===== src/rtl/wfts_pkg.sv =====
// wfts_pkg.sv: shared types and constants for the wall follow turn sequencer
`timescale 1ns / 1ps

package wfts_pkg;

    // sequencer modes
    typedef enum logic [2:0] {
        MODE_STOP         = 3'd0,
        MODE_FOLLOW_RIGHT = 3'd1,
        MODE_LEFT_TURN    = 3'd2,
        MODE_RIGHT_TURN   = 3'd3,
        MODE_FOLLOW_LEFT  = 3'd4
    } mode_t;

    // scenario codes from the maze classifier
    localparam logic [3:0] SC_STRAIGHT = 4'd8;
    localparam logic [3:0] SC_LEFT     = 4'd9;
    localparam logic [3:0] SC_RIGHT    = 4'd10;
    localparam logic [3:0] SC_TEE      = 4'd11;
    localparam logic [3:0] SC_BLOCKED  = 4'd15;

    // configuration register indexes
    localparam logic [2:0] CFG_KP           = 3'd0;
    localparam logic [2:0] CFG_SETPOINT     = 3'd1;
    localparam logic [2:0] CFG_BASE_DUTY    = 3'd2;
    localparam logic [2:0] CFG_DUTY_MIN     = 3'd3;
    localparam logic [2:0] CFG_DUTY_MAX     = 3'd4;
    localparam logic [2:0] CFG_LEFT_WINDOW  = 3'd5;
    localparam logic [2:0] CFG_RIGHT_WINDOW = 3'd6;
    localparam logic [2:0] CFG_RIGHT_TICKS  = 3'd7;

    localparam int CFG_INDEX_W = 3;
    localparam int CFG_DATA_W  = 16;

    // configuration reset values
    localparam logic [9:0]  KP_RESET           = 10'd45;
    localparam logic [11:0] SETPOINT_RESET     = 12'd200;
    localparam logic [9:0]  BASE_DUTY_RESET    = 10'd800;
    localparam logic [9:0]  DUTY_MIN_RESET     = 10'd500;
    localparam logic [9:0]  DUTY_MAX_RESET     = 10'd1000;
    localparam logic [15:0] LEFT_WINDOW_RESET  = 16'd200;
    localparam logic [15:0] RIGHT_WINDOW_RESET = 16'd750;
    localparam logic [15:0] RIGHT_TICKS_RESET  = 16'd80;

    // fixed turn duties
    localparam logic [9:0] DUTY_INSIDE  = 10'd374;
    localparam logic [9:0] DUTY_OUTSIDE = 10'd608;
    localparam logic [9:0] DUTY_ZERO    = 10'd0;

    // last phase of the stop blink period, in ticks
    localparam logic [5:0] BLINK_LAST = 6'd49;

    // gain product and divide by 100 through a reciprocal
    // floor(p / 100) == (p * RECIP) >> SHIFT for every p below 2^22
    localparam int PROD_W       = 22;
    localparam int RECIP_W      = 23;
    localparam int QUOT_W       = 16;
    localparam int DIV100_SHIFT = 29;
    localparam logic [RECIP_W-1:0] DIV100_RECIP = 23'd5368710;

    // signed width for base duty plus or minus the adjustment
    localparam int SUM_W = 18;

    typedef struct packed {
        logic [9:0]  kp;
        logic [11:0] wall_setpoint;
        logic [9:0]  base_duty;
        logic [9:0]  duty_min;
        logic [9:0]  duty_max;
        logic [15:0] left_window_start;
        logic [15:0] right_window_start;
        logic [15:0] right_turn_ticks;
    } cfg_t;

    typedef struct packed {
        logic [3:0]  scenario;
        logic [11:0] left_distance;
        logic [11:0] right_distance;
    } in_item_t;

    typedef struct packed {
        logic [9:0] left_duty;
        logic [9:0] right_duty;
        logic       motor_halt;
        logic       led_blue;
        logic [2:0] mode_out;
    } out_item_t;

    // per request result of the sequencer, carried down the steering pipe
    typedef struct packed {
        logic        use_follow;
        logic        err_neg;
        logic [11:0] err_mag;
        logic [9:0]  fixed_left;
        logic [9:0]  fixed_right;
        logic        motor_halt;
        logic        led_blue;
        logic [2:0]  mode_out;
    } step_t;

endpackage


===== src/rtl/wfts_mode_seq.sv =====
// wfts_mode_seq.sv: five mode sequencer with tick counter, turn mark and stop blink
`timescale 1ns / 1ps

module wfts_mode_seq (
    input  logic              clk,
    input  logic              rst_n,
    input  logic              step,
    input  wfts_pkg::in_item_t item,
    input  wfts_pkg::cfg_t     cfg,
    output wfts_pkg::step_t    info
);
    import wfts_pkg::*;

    mode_t       mode_reg, mode_next;
    logic [15:0] go_ticks_reg, go_ticks_next;
    logic [15:0] turn_mark_reg, turn_mark_next;
    logic [5:0]  stop_phase_reg, stop_phase_next;
    logic        blink_reg, blink_next;

    logic [15:0]        elapsed;
    logic               left_code;
    logic               turn_code;
    logic signed [12:0] err;

    assign elapsed   = go_ticks_reg - turn_mark_reg;
    assign left_code = (item.scenario == SC_LEFT) || (item.scenario == SC_TEE);
    assign turn_code = left_code || (item.scenario == SC_RIGHT);

    // next mode and turn mark
    always_comb
    begin
        mode_next      = mode_reg;
        turn_mark_next = turn_mark_reg;
        unique case (mode_reg)
            MODE_STOP:
            begin
                if (item.scenario != SC_BLOCKED)
                    mode_next = MODE_FOLLOW_LEFT;
            end
            MODE_LEFT_TURN:
            begin
                if (item.scenario == SC_STRAIGHT)
                    mode_next = MODE_FOLLOW_RIGHT;
            end
            MODE_RIGHT_TURN:
            begin
                if ((item.scenario == SC_STRAIGHT) || (elapsed > cfg.right_turn_ticks))
                    mode_next = MODE_FOLLOW_LEFT;
            end
            MODE_FOLLOW_LEFT:
            begin
                if (item.scenario == SC_BLOCKED)
                    mode_next = MODE_STOP;
            end
            default:
            begin
                // right turn window wins over the left turn window
                priority if ((go_ticks_reg >= cfg.right_window_start) && turn_code)
                begin
                    mode_next      = MODE_RIGHT_TURN;
                    turn_mark_next = go_ticks_reg;
                end
                else if ((go_ticks_reg < cfg.right_window_start) &&
                         (go_ticks_reg > cfg.left_window_start) && left_code)
                begin
                    mode_next = MODE_LEFT_TURN;
                end
                else
                begin
                    mode_next = mode_reg;
                end
            end
        endcase
    end

    // tick counter and stop blink
    always_comb
    begin
        go_ticks_next   = go_ticks_reg;
        stop_phase_next = stop_phase_reg;
        blink_next      = blink_reg;
        if (mode_reg == MODE_STOP)
        begin
            if (stop_phase_reg == 6'd0)
                blink_next = ~blink_reg;
            stop_phase_next = (stop_phase_reg == BLINK_LAST) ? 6'd0 : stop_phase_reg + 6'd1;
        end
        else
        begin
            go_ticks_next = go_ticks_reg + 16'd1;
        end
    end

    // steering error and fixed duties from the mode at tick start; halt, blink and mode out from the next state
    always_comb
    begin
        if (mode_reg == MODE_FOLLOW_LEFT)
            err = signed'({1'b0, item.left_distance}) - signed'({1'b0, cfg.wall_setpoint});
        else
            err = signed'({1'b0, cfg.wall_setpoint}) - signed'({1'b0, item.right_distance});

        info.err_neg     = err[12];
        info.err_mag     = err[12] ? 12'(-err) : err[11:0];
        info.use_follow  = 1'b0;
        info.fixed_left  = DUTY_ZERO;
        info.fixed_right = DUTY_ZERO;
        unique case (mode_reg)
            MODE_STOP:
            begin
                info.fixed_left  = DUTY_ZERO;
                info.fixed_right = DUTY_ZERO;
            end
            MODE_LEFT_TURN:
            begin
                info.fixed_left  = DUTY_INSIDE;
                info.fixed_right = DUTY_OUTSIDE;
            end
            MODE_RIGHT_TURN:
            begin
                info.fixed_left  = DUTY_OUTSIDE;
                info.fixed_right = DUTY_INSIDE;
            end
            default:
            begin
                info.use_follow = 1'b1;
            end
        endcase
        info.motor_halt = (mode_next == MODE_STOP);
        info.led_blue   = blink_next;
        info.mode_out   = mode_next;
    end

    // state registers
    always_ff @(posedge clk or negedge rst_n)
    begin
        if (!rst_n)
        begin
            mode_reg       <= MODE_FOLLOW_RIGHT;
            go_ticks_reg   <= 16'd0;
            turn_mark_reg  <= 16'd0;
            stop_phase_reg <= 6'd0;
            blink_reg      <= 1'b0;
        end
        else if (step)
        begin
            mode_reg       <= mode_next;
            go_ticks_reg   <= go_ticks_next;
            turn_mark_reg  <= turn_mark_next;
            stop_phase_reg <= stop_phase_next;
            blink_reg      <= blink_next;
        end
    end

    // stop phase never leaves the blink period
    a_phase_range: assert property (@(posedge clk) disable iff (!rst_n)
        stop_phase_reg <= BLINK_LAST)
        else $error("stop phase out of range");

    // the tick counter holds while stopped
    a_ticks_hold_in_stop: assert property (@(posedge clk) disable iff (!rst_n)
        step && (mode_reg == MODE_STOP) |=> $stable(go_ticks_reg))
        else $error("tick counter moved in stop");

    // blink colour only changes on a stop request with phase zero
    a_blink_only_in_stop: assert property (@(posedge clk) disable iff (!rst_n)
        !(step && (mode_reg == MODE_STOP) && (stop_phase_reg == 6'd0))
        |=> $stable(blink_reg))
        else $error("blink colour toggled outside stop");

endmodule


===== src/rtl/wall_follow_turn_sequencer_core.sv =====
// wall_follow_turn_sequencer_core.sv: top level, config registers and steering pipeline
//
//   channel   direction  payload      handshake
//   in        input      in_item_t    in_valid / in_stall
//   out       output     out_item_t   out_valid / out_stall
//   cfg       input      cfg_data     cfg_we, cfg_index
//
// one request per cycle while in_stall is low; a result passes through the stage one register,
// the stage two register and then the output register
// stage one is the gain multiply, stage two the divide by 100 through a reciprocal
// multiply, stage three the base duty offset and clamp into the output register
// reset loads the default config, follow right mode and clears all counters
// out_stall holds the output register and backs up into in_stall once all stages are full
`timescale 1ns / 1ps

module wall_follow_turn_sequencer_core (
    input  logic                                 clk,
    input  logic                                 rst_n,
    input  logic                                 in_valid,
    output logic                                 in_stall,
    input  wfts_pkg::in_item_t                   in_data,
    output logic                                 out_valid,
    input  logic                                 out_stall,
    output wfts_pkg::out_item_t                  out_data,
    input  logic                                 cfg_we,
    input  logic [wfts_pkg::CFG_INDEX_W-1:0]     cfg_index,
    input  logic [wfts_pkg::CFG_DATA_W-1:0]      cfg_data
);
    import wfts_pkg::*;

    cfg_t cfg_reg, cfg_next;

    logic  in_acc;
    logic  out_can, s2_can, s1_can;
    step_t seq_info;

    logic [PROD_W-1:0]         prod;
    logic [PROD_W+RECIP_W-1:0] recip_prod;

    logic                 s1_valid_reg, s1_valid_next;
    logic [PROD_W-1:0]    s1_prod_reg;
    step_t                s1_info_reg;
    logic                 s2_valid_reg, s2_valid_next;
    logic [QUOT_W-1:0]    s2_quot_reg;
    step_t                s2_info_reg;
    logic                 out_valid_reg, out_valid_next;
    out_item_t            out_data_reg, out_data_next;

    logic signed [SUM_W-1:0] base_s, quot_s, lo_s, hi_s;

    // clamp to max first, then to min
    function automatic logic [9:0] clamp_duty(input logic signed [SUM_W-1:0] x,
                                              input logic [9:0] lo,
                                              input logic [9:0] hi);
        logic signed [SUM_W-1:0] t;
        t = x;
        if (t > signed'(SUM_W'(hi)))
            t = signed'(SUM_W'(hi));
        if (t < signed'(SUM_W'(lo)))
            t = signed'(SUM_W'(lo));
        return t[9:0];
    endfunction

    // configuration writes
    always_comb
    begin
        cfg_next = cfg_reg;
        if (cfg_we)
        begin
            unique case (cfg_index)
                CFG_KP:           cfg_next.kp                 = cfg_data[9:0];
                CFG_SETPOINT:     cfg_next.wall_setpoint      = cfg_data[11:0];
                CFG_BASE_DUTY:    cfg_next.base_duty          = cfg_data[9:0];
                CFG_DUTY_MIN:     cfg_next.duty_min           = cfg_data[9:0];
                CFG_DUTY_MAX:     cfg_next.duty_max           = cfg_data[9:0];
                CFG_LEFT_WINDOW:  cfg_next.left_window_start  = cfg_data;
                CFG_RIGHT_WINDOW: cfg_next.right_window_start = cfg_data;
                CFG_RIGHT_TICKS:  cfg_next.right_turn_ticks   = cfg_data;
                default:          cfg_next = cfg_reg;
            endcase
        end
    end

    always_ff @(posedge clk or negedge rst_n)
    begin
        if (!rst_n)
        begin
            cfg_reg.kp                 <= KP_RESET;
            cfg_reg.wall_setpoint      <= SETPOINT_RESET;
            cfg_reg.base_duty          <= BASE_DUTY_RESET;
            cfg_reg.duty_min           <= DUTY_MIN_RESET;
            cfg_reg.duty_max           <= DUTY_MAX_RESET;
            cfg_reg.left_window_start  <= LEFT_WINDOW_RESET;
            cfg_reg.right_window_start <= RIGHT_WINDOW_RESET;
            cfg_reg.right_turn_ticks   <= RIGHT_TICKS_RESET;
        end
        else
        begin
            cfg_reg <= cfg_next;
        end
    end

    // pipeline flow control
    assign out_can  = !out_valid_reg || !out_stall;
    assign s2_can   = !s2_valid_reg || out_can;
    assign s1_can   = !s1_valid_reg || s2_can;
    assign in_stall = !s1_can;
    assign in_acc   = in_valid && s1_can;

    // mode sequencer, steps once per accepted request
    wfts_mode_seq u_seq (
        .clk   (clk),
        .rst_n (rst_n),
        .step  (in_acc),
        .item  (in_data),
        .cfg   (cfg_reg),
        .info  (seq_info)
    );

    // stage one: gain times error magnitude
    assign prod = PROD_W'(cfg_reg.kp) * PROD_W'(seq_info.err_mag);

    // stage two: divide by 100
    assign recip_prod = (PROD_W+RECIP_W)'(s1_prod_reg) * (PROD_W+RECIP_W)'(DIV100_RECIP);

    // stage three: offset from base duty and clamp
    always_comb
    begin
        base_s = signed'(SUM_W'(cfg_reg.base_duty));
        quot_s = signed'(SUM_W'(s2_quot_reg));
        lo_s   = base_s - quot_s;
        hi_s   = base_s + quot_s;

        out_data_next.motor_halt = s2_info_reg.motor_halt;
        out_data_next.led_blue   = s2_info_reg.led_blue;
        out_data_next.mode_out   = s2_info_reg.mode_out;
        if (s2_info_reg.use_follow)
        begin
            // left gets base minus the signed adjustment, right base plus it
            out_data_next.left_duty  = clamp_duty(s2_info_reg.err_neg ? hi_s : lo_s,
                                                  cfg_reg.duty_min, cfg_reg.duty_max);
            out_data_next.right_duty = clamp_duty(s2_info_reg.err_neg ? lo_s : hi_s,
                                                  cfg_reg.duty_min, cfg_reg.duty_max);
        end
        else
        begin
            out_data_next.left_duty  = s2_info_reg.fixed_left;
            out_data_next.right_duty = s2_info_reg.fixed_right;
        end
    end

    // valid bits
    always_comb
    begin
        s1_valid_next  = s1_can  ? in_valid      : s1_valid_reg;
        s2_valid_next  = s2_can  ? s1_valid_reg  : s2_valid_reg;
        out_valid_next = out_can ? s2_valid_reg  : out_valid_reg;
    end

    always_ff @(posedge clk or negedge rst_n)
    begin
        if (!rst_n)
        begin
            s1_valid_reg  <= 1'b0;
            s2_valid_reg  <= 1'b0;
            out_valid_reg <= 1'b0;
        end
        else
        begin
            s1_valid_reg  <= s1_valid_next;
            s2_valid_reg  <= s2_valid_next;
            out_valid_reg <= out_valid_next;
        end
    end

    // payload registers
    always_ff @(posedge clk)
    begin
        if (s1_can)
        begin
            s1_prod_reg <= prod;
            s1_info_reg <= seq_info;
        end
        if (s2_can)
        begin
            s2_quot_reg <= recip_prod[DIV100_SHIFT +: QUOT_W];
            s2_info_reg <= s1_info_reg;
        end
        if (out_can)
        begin
            out_data_reg <= out_data_next;
        end
    end

    assign out_valid = out_valid_reg;
    assign out_data  = out_data_reg;

    // backpressure reaches the input only when stage one holds a request
    a_stall_needs_s1: assert property (@(posedge clk) disable iff (!rst_n)
        in_stall |-> s1_valid_reg)
        else $error("input stalled with stage one empty");

    // halt flag agrees with the reported mode
    a_halt_matches_mode: assert property (@(posedge clk) disable iff (!rst_n)
        out_valid_reg |-> (out_data_reg.motor_halt ==
                           (out_data_reg.mode_out == MODE_STOP)))
        else $error("halt flag disagrees with mode");

    // a full pipe with a stalled output keeps every stage
    a_full_pipe_holds: assert property (@(posedge clk) disable iff (!rst_n)
        out_valid_reg && out_stall && s2_valid_reg && s1_valid_reg
        |=> out_valid_reg && s2_valid_reg && s1_valid_reg)
        else $error("request lost while stalled");

endmodule

===== config.mk =====
export PLATFORM = sky130hd
export DESIGN_NAME = wall_follow_turn_sequencer_core
export DESIGN_NICKNAME = d
export VERILOG_FILES = /design/src/rtl/wfts_pkg.sv /design/src/rtl/wfts_mode_seq.sv /design/src/rtl/wall_follow_turn_sequencer_core.sv
export SDC_FILE = /design/constraint.sdc
export NUM_CORES = 1
export LEC_CHECK = 0
export ABC_AREA = 1
export BUFFER_PORTS_ARGS = -buffer_cell sky130_fd_sc_hd__buf_2
export CELL_PAD_IN_SITES_DETAIL_PLACEMENT = 2
export CELL_PAD_IN_SITES_GLOBAL_PLACEMENT = 2
export CORE_MARGIN = 1
export CORE_UTILIZATION = 41
export CTS_CLUSTER_DIAMETER = 150
export CTS_CLUSTER_SIZE = 24
export DETAILED_ROUTE_END_ITERATION = 16
export GPL_ROUTABILITY_DRIVEN = 0
export PLACE_DENSITY_LB_ADDON = 0.1
export SLEW_MARGIN = 20
export SYNTH_ARGS = -nofsm -noshare
export SYNTH_HDL_FRONTEND = slang
export SYNTH_HIERARCHICAL = 1
export SYNTH_SLANG_ARGS = --single-unit

===== constraint.sdc =====
create_clock -name clk -period 8.2 [get_ports clk]
set_input_delay 0.82 -clock clk [delete_from_list [all_inputs] [get_ports clk]]
set_output_delay 0.82 -clock clk [all_outputs]
set_load 0.05 [all_outputs]

* Yosys cells after proc, flatten, opt, wreduce, memory -nomap -nowiden
Index checks and enable logic that the tools add are counted.
** Word-level totals
- Flip-flop bits (word level) :: 262
- Input port bits :: 52
- Word-level logic and storage cells :: 130
** Operators by class
- Add/subtract/negate cells :: 8
- Multipliers :: 2
- Order comparisons :: 8
- Equal/unequal tests :: 17
- Muxes and demuxes :: 23
- Bitwise logic cells :: 3
- Reductions and logical operators :: 32
** Operators with widths (count)
- $mux W18 :: 6
- $mul A22 B22 Y44 const B :: 1
- $pmux W20 S2 :: 1
- $gt A18 B11 Y1 :: 2
- $lt A18 B11 Y1 :: 2
- $gt A16 B16 Y1 :: 2
- $sub A12 B12 Y13 :: 2
- $mul A10 B12 Y22 :: 1
- $eq A4 B4 Y1 const B :: 5
- $mux W10 :: 2
- $mux W20 :: 1
- $reduce_and A2 Y1 :: 10
- $mux W3 :: 6
- $add A10 B16 Y17 :: 1
- $sub A10 B16 Y17 :: 1
- $add A16 B1 Y16 const B :: 1
- $ge A16 B16 Y1 :: 1
- $lt A16 B16 Y1 :: 1
- $sub A16 B16 Y16 :: 1
- $eq A3 B3 Y1 const B :: 5
- $mux W13 :: 1
- $eq A3 B2 Y1 const B :: 4
- $mux W12 :: 1
- $neg A12 Y12 :: 1
- other kinds (16) :: 34

* Longest topological paths before layout
- Depth in word-level cells :: 8
- Mapped depth :: 45
- Depth with buffers taken out :: 43

* Hierarchy
Netlist, hierarchy kept.
** Modules (own cells, without submodules)
- wall_follow_turn_sequencer_core :: instances 1, cells an instance 2560, area each 23548.8 um^2
- wfts_mode_seq :: instances 1, cells an instance 934, area each 5957.0 um^2

* Worst setup path before layout
Ideal clock, no wire load.
- Path kind :: input to register
- Start point :: in in_data[12] (netlist name)
- End point :: reg s1_prod_reg[19] (data pin)
- Library setup time :: 0.262 ns
- Arrival :: 7.141 ns
- Path slack :: 0.797 ns
- Cell stages on the path :: 37
- Path buffers :: 1
- Path through :: inv_1 ha_1 inv_1 fa_1 o21ai_2 ha_1 inv_1 nor2_1 nand3_1 nor2_1 nand2_1 nor2_2 nand2_1 nand2_1 nand3_1 nand2_1 clkbuf_1 nand2_1 fa_1 inv_1 fa_1 fa_1 fa_1 fa_1 ha_1 nand2_1 nor2_1 inv_1 o221ai_1 a21oi_1 o21ai_0 a21oi_1 inv_1 a21oi_1 o21ai_0 a21oi_1 xor2_1
** RTL lines
- start, declared :: line wall_follow_turn_sequencer_core.sv:21 : input wfts_pkg::in_item_t in_data,
- end signal, assigned :: line wall_follow_turn_sequencer_core.sv:181 : s1_prod_reg <= prod;
- end, declared :: line wall_follow_turn_sequencer_core.sv:41 : logic [PROD_W-1:0] s1_prod_reg;

==> impl_metrics.ini <==
[logic_synthesis]
synth_edf_count = 117
synth.avg_cell_area_um2 = 8.44
synth_ff_type = edfxtp_1
async_flop_share_pct = 55.3
ys_types = 57
syn_inst = 3494
ys_top_cells_by_area = ha_1 19%, fa_1 18%, edfxtp_1 12%
ys_warn_count = 6
synth_top_area_share_pct = 18.8
synth.most_common_cell = nand2_1
synth-seq-area-share_pct = 24.4
synth_area_um2 = 29500
synth.largest_area_cell = ha_1
ys_ff_latch = 262
ys_top_cells_by_count = 805 x nand2_1, 685 x inv_1, 443 x ha_1

[clocking]
htree_levels = 1
cts_sinks = 262
cts_tree = built
cts.clk_slew.worst_paths_ns = 0.11
cts_root_buf = clkbuf_16
numCtsBuffers = 15
clk_path_buf_depth = 3
cts_setup_buffers = 0
clock_latency_ns = 0.53

[routing]
wl_per_cell_um = 21.1
drt_iter0_drc = 915
drc = 0
vias_per_cell = 5.25
routed_wl_mm = 94.7
firstDrtPassIters = 5
drtAntennaViolNets = 0
via_count = 23545

[floorplan]
dieArea_um2 = 73000
rows = 97
io_pins = 79
fp.coreArea_um2 = 70600
die_w_um = 270
start_util_pct = 41.8
die_h_um = 270

[sta]
hold_violations = 0
grt_setup_unrepaired = no
slew_headroom_pct = 32.2
min_period_over_period_pct = 93.7
clock-skew-final_ns = 0.0380
fmax_mhz = 130
finalSetupViolCount = 0
tightest_slew_ns = 1.01
maxSlewViolCount = 0
period_needed_ns = 7.68

[cells_and_area]
fin_nets = 4287
area_growth_pct = 6.07
post_route_cells_drive_above_1_share_pct = 7.86
largest_reg_flops = 90
finalInstanceArea_um2 = 31300

[setup_path]
cp-start-kind = flip-flop
critical_path.endpoint_type = flip-flop
critical_path.top_delay_family = adder cells
crit_type = flip-flop to flip-flop
slowest_stage = fa_1
cp.required_ns = 8.48
cp.arrival_ns = 7.96
max_stage_delay_ns = 0.58
crit_buf_inv = 6
critPathMaxFanout = 6

[global_routing]
grt_pass1_wl_mm = 152
antenna_found_initial = 4
gr-total-overflow = 0
grt_max_degree = 81
first_global_vias = 27610
grtUsageTotal_pct = 26.4

[outcome]
status = finished, final reports clean

[placed_design]
dp_hpwl_mm = 81.6
postPlaceCellArea_um2 = 30800
port_buffers = 78

[job]
maxCapViolations = 0

[worst_hold_path]
min_path_type = input port to async pin
worst register-to-register path: cells and delay by family (launching register included):
family / cells / cell delay [ns]
buffers and inverters: 6 / 0.56
XOR/XNOR: 2 / 0.60
AND/OR/NAND/NOR: 11 / 1.29
adder cells (fa/ha/maj): 8 / 3.49
AO/OA/AOI/OAI: 7 / 1.05
flip-flops: 1 / 0.45
layer usage:
layer / wire length [µm] / vias to the layer above / GRT usage, % / part of all wire [%]
met1: 41400 / 12050 / 33.0 / 44
li1: - / 11075 / - / -
met5: 22 / - / 0 / 0.023
met2: 48500 / 299 / 48.6 / 51
met4: 2090 / 4 / 6.13 / 2.2
met3: 2710 / 117 / 2.83 / 2.9
cell usage in the layout (no fill, tap or decap), types with 8 or more instances in the layout:
cell type	n
nand3_2	29
nor2_4	9
fa_1	261
nand4_1	27
ha_1	443
dfrtp_1	110
xnor2_1	25
clkbuf_16	15
nand3_1	137
nand2_2	20
nand2_1	802
a31oi_1	8
o21ai_0	185
a21oi_1	157
inv_2	20
dfstp_2	35
a21o_1	8
edfxtp_1	117
nor3_1	16
inv_1	683
nor2_2	12
xor2_1	65
o21bai_1	8
nor2_1	149
buf_4	26
o21a_1	8
buf_2	77
timing repair:
action                     4_1_cts  5_1_grt
hold buffers                     0        0
gates resized for setup          0        8
setup endpoints to repair        0        5
cell families after synthesis:
logic type               Yosys count  synth area share, %
other                              1               0.0127
adder cells (fa/ha/maj)          704                 36.5
flip-flops                       262                 24.4
AO/OA/AOI/OAI                    410                 7.57
buffers and inverters            795                 10.6
XOR/XNOR                          90                 2.67
AND/OR/NAND/NOR                 1232                 18.3
metrics by stage:
step / cells / setup TNS [ns] / util (%) / hold WS [ns] / setup slack, ns
2_1_floorplan: 3499 / 0 / - / 0.400 / 0.797
3_5_place_dp: 4454 / -0.410 / 43.6 / 0.406 / -0.146
4_1_cts: 4479 / 0 / 44.3 / 0.261 / 0.253
3_3_place_gp: 4454 / 0 / 43.6 / 0.401 / 0.223
5_1_grt: 4481 / 0 / 44.3 / 0.279 / 0.0341
6_report: 4483 / 0 / 44.3 / 0.249 / 0.519
worst paths after layout:
path                                 start                       to  slack [ns]  cells after the start
max reg2reg                    cfg_reg[78]          s1_prod_reg[19]        0.52                     34
max in group asynchronous            rst_n               cfg_reg[2]        6.79                      2
min                                  rst_n  u_seq/turn_mark_reg[14]        0.25                      1
min in group clk           s1_info_reg[22]          s2_info_reg[22]        0.43                      0
max                            cfg_reg[78]          s1_prod_reg[19]        0.52                     34
min reg2reg                s1_info_reg[22]          s2_info_reg[22]        0.43                      0
area by class of cell:
class                      instances  area (µm²)
fill                            7963       39300
multi-input combinational       2442       19200
sequential                       262        7190
inverter                         705        2650
tap                              940        1180
timing repair buffer             105         603
clock buffer                      21         398
clock inverter                     4        51.3
antenna                            4        10.0
Power is not shown: default switching activity piles up to over one toggle a cycle in this logic, so the estimate is an artifact.
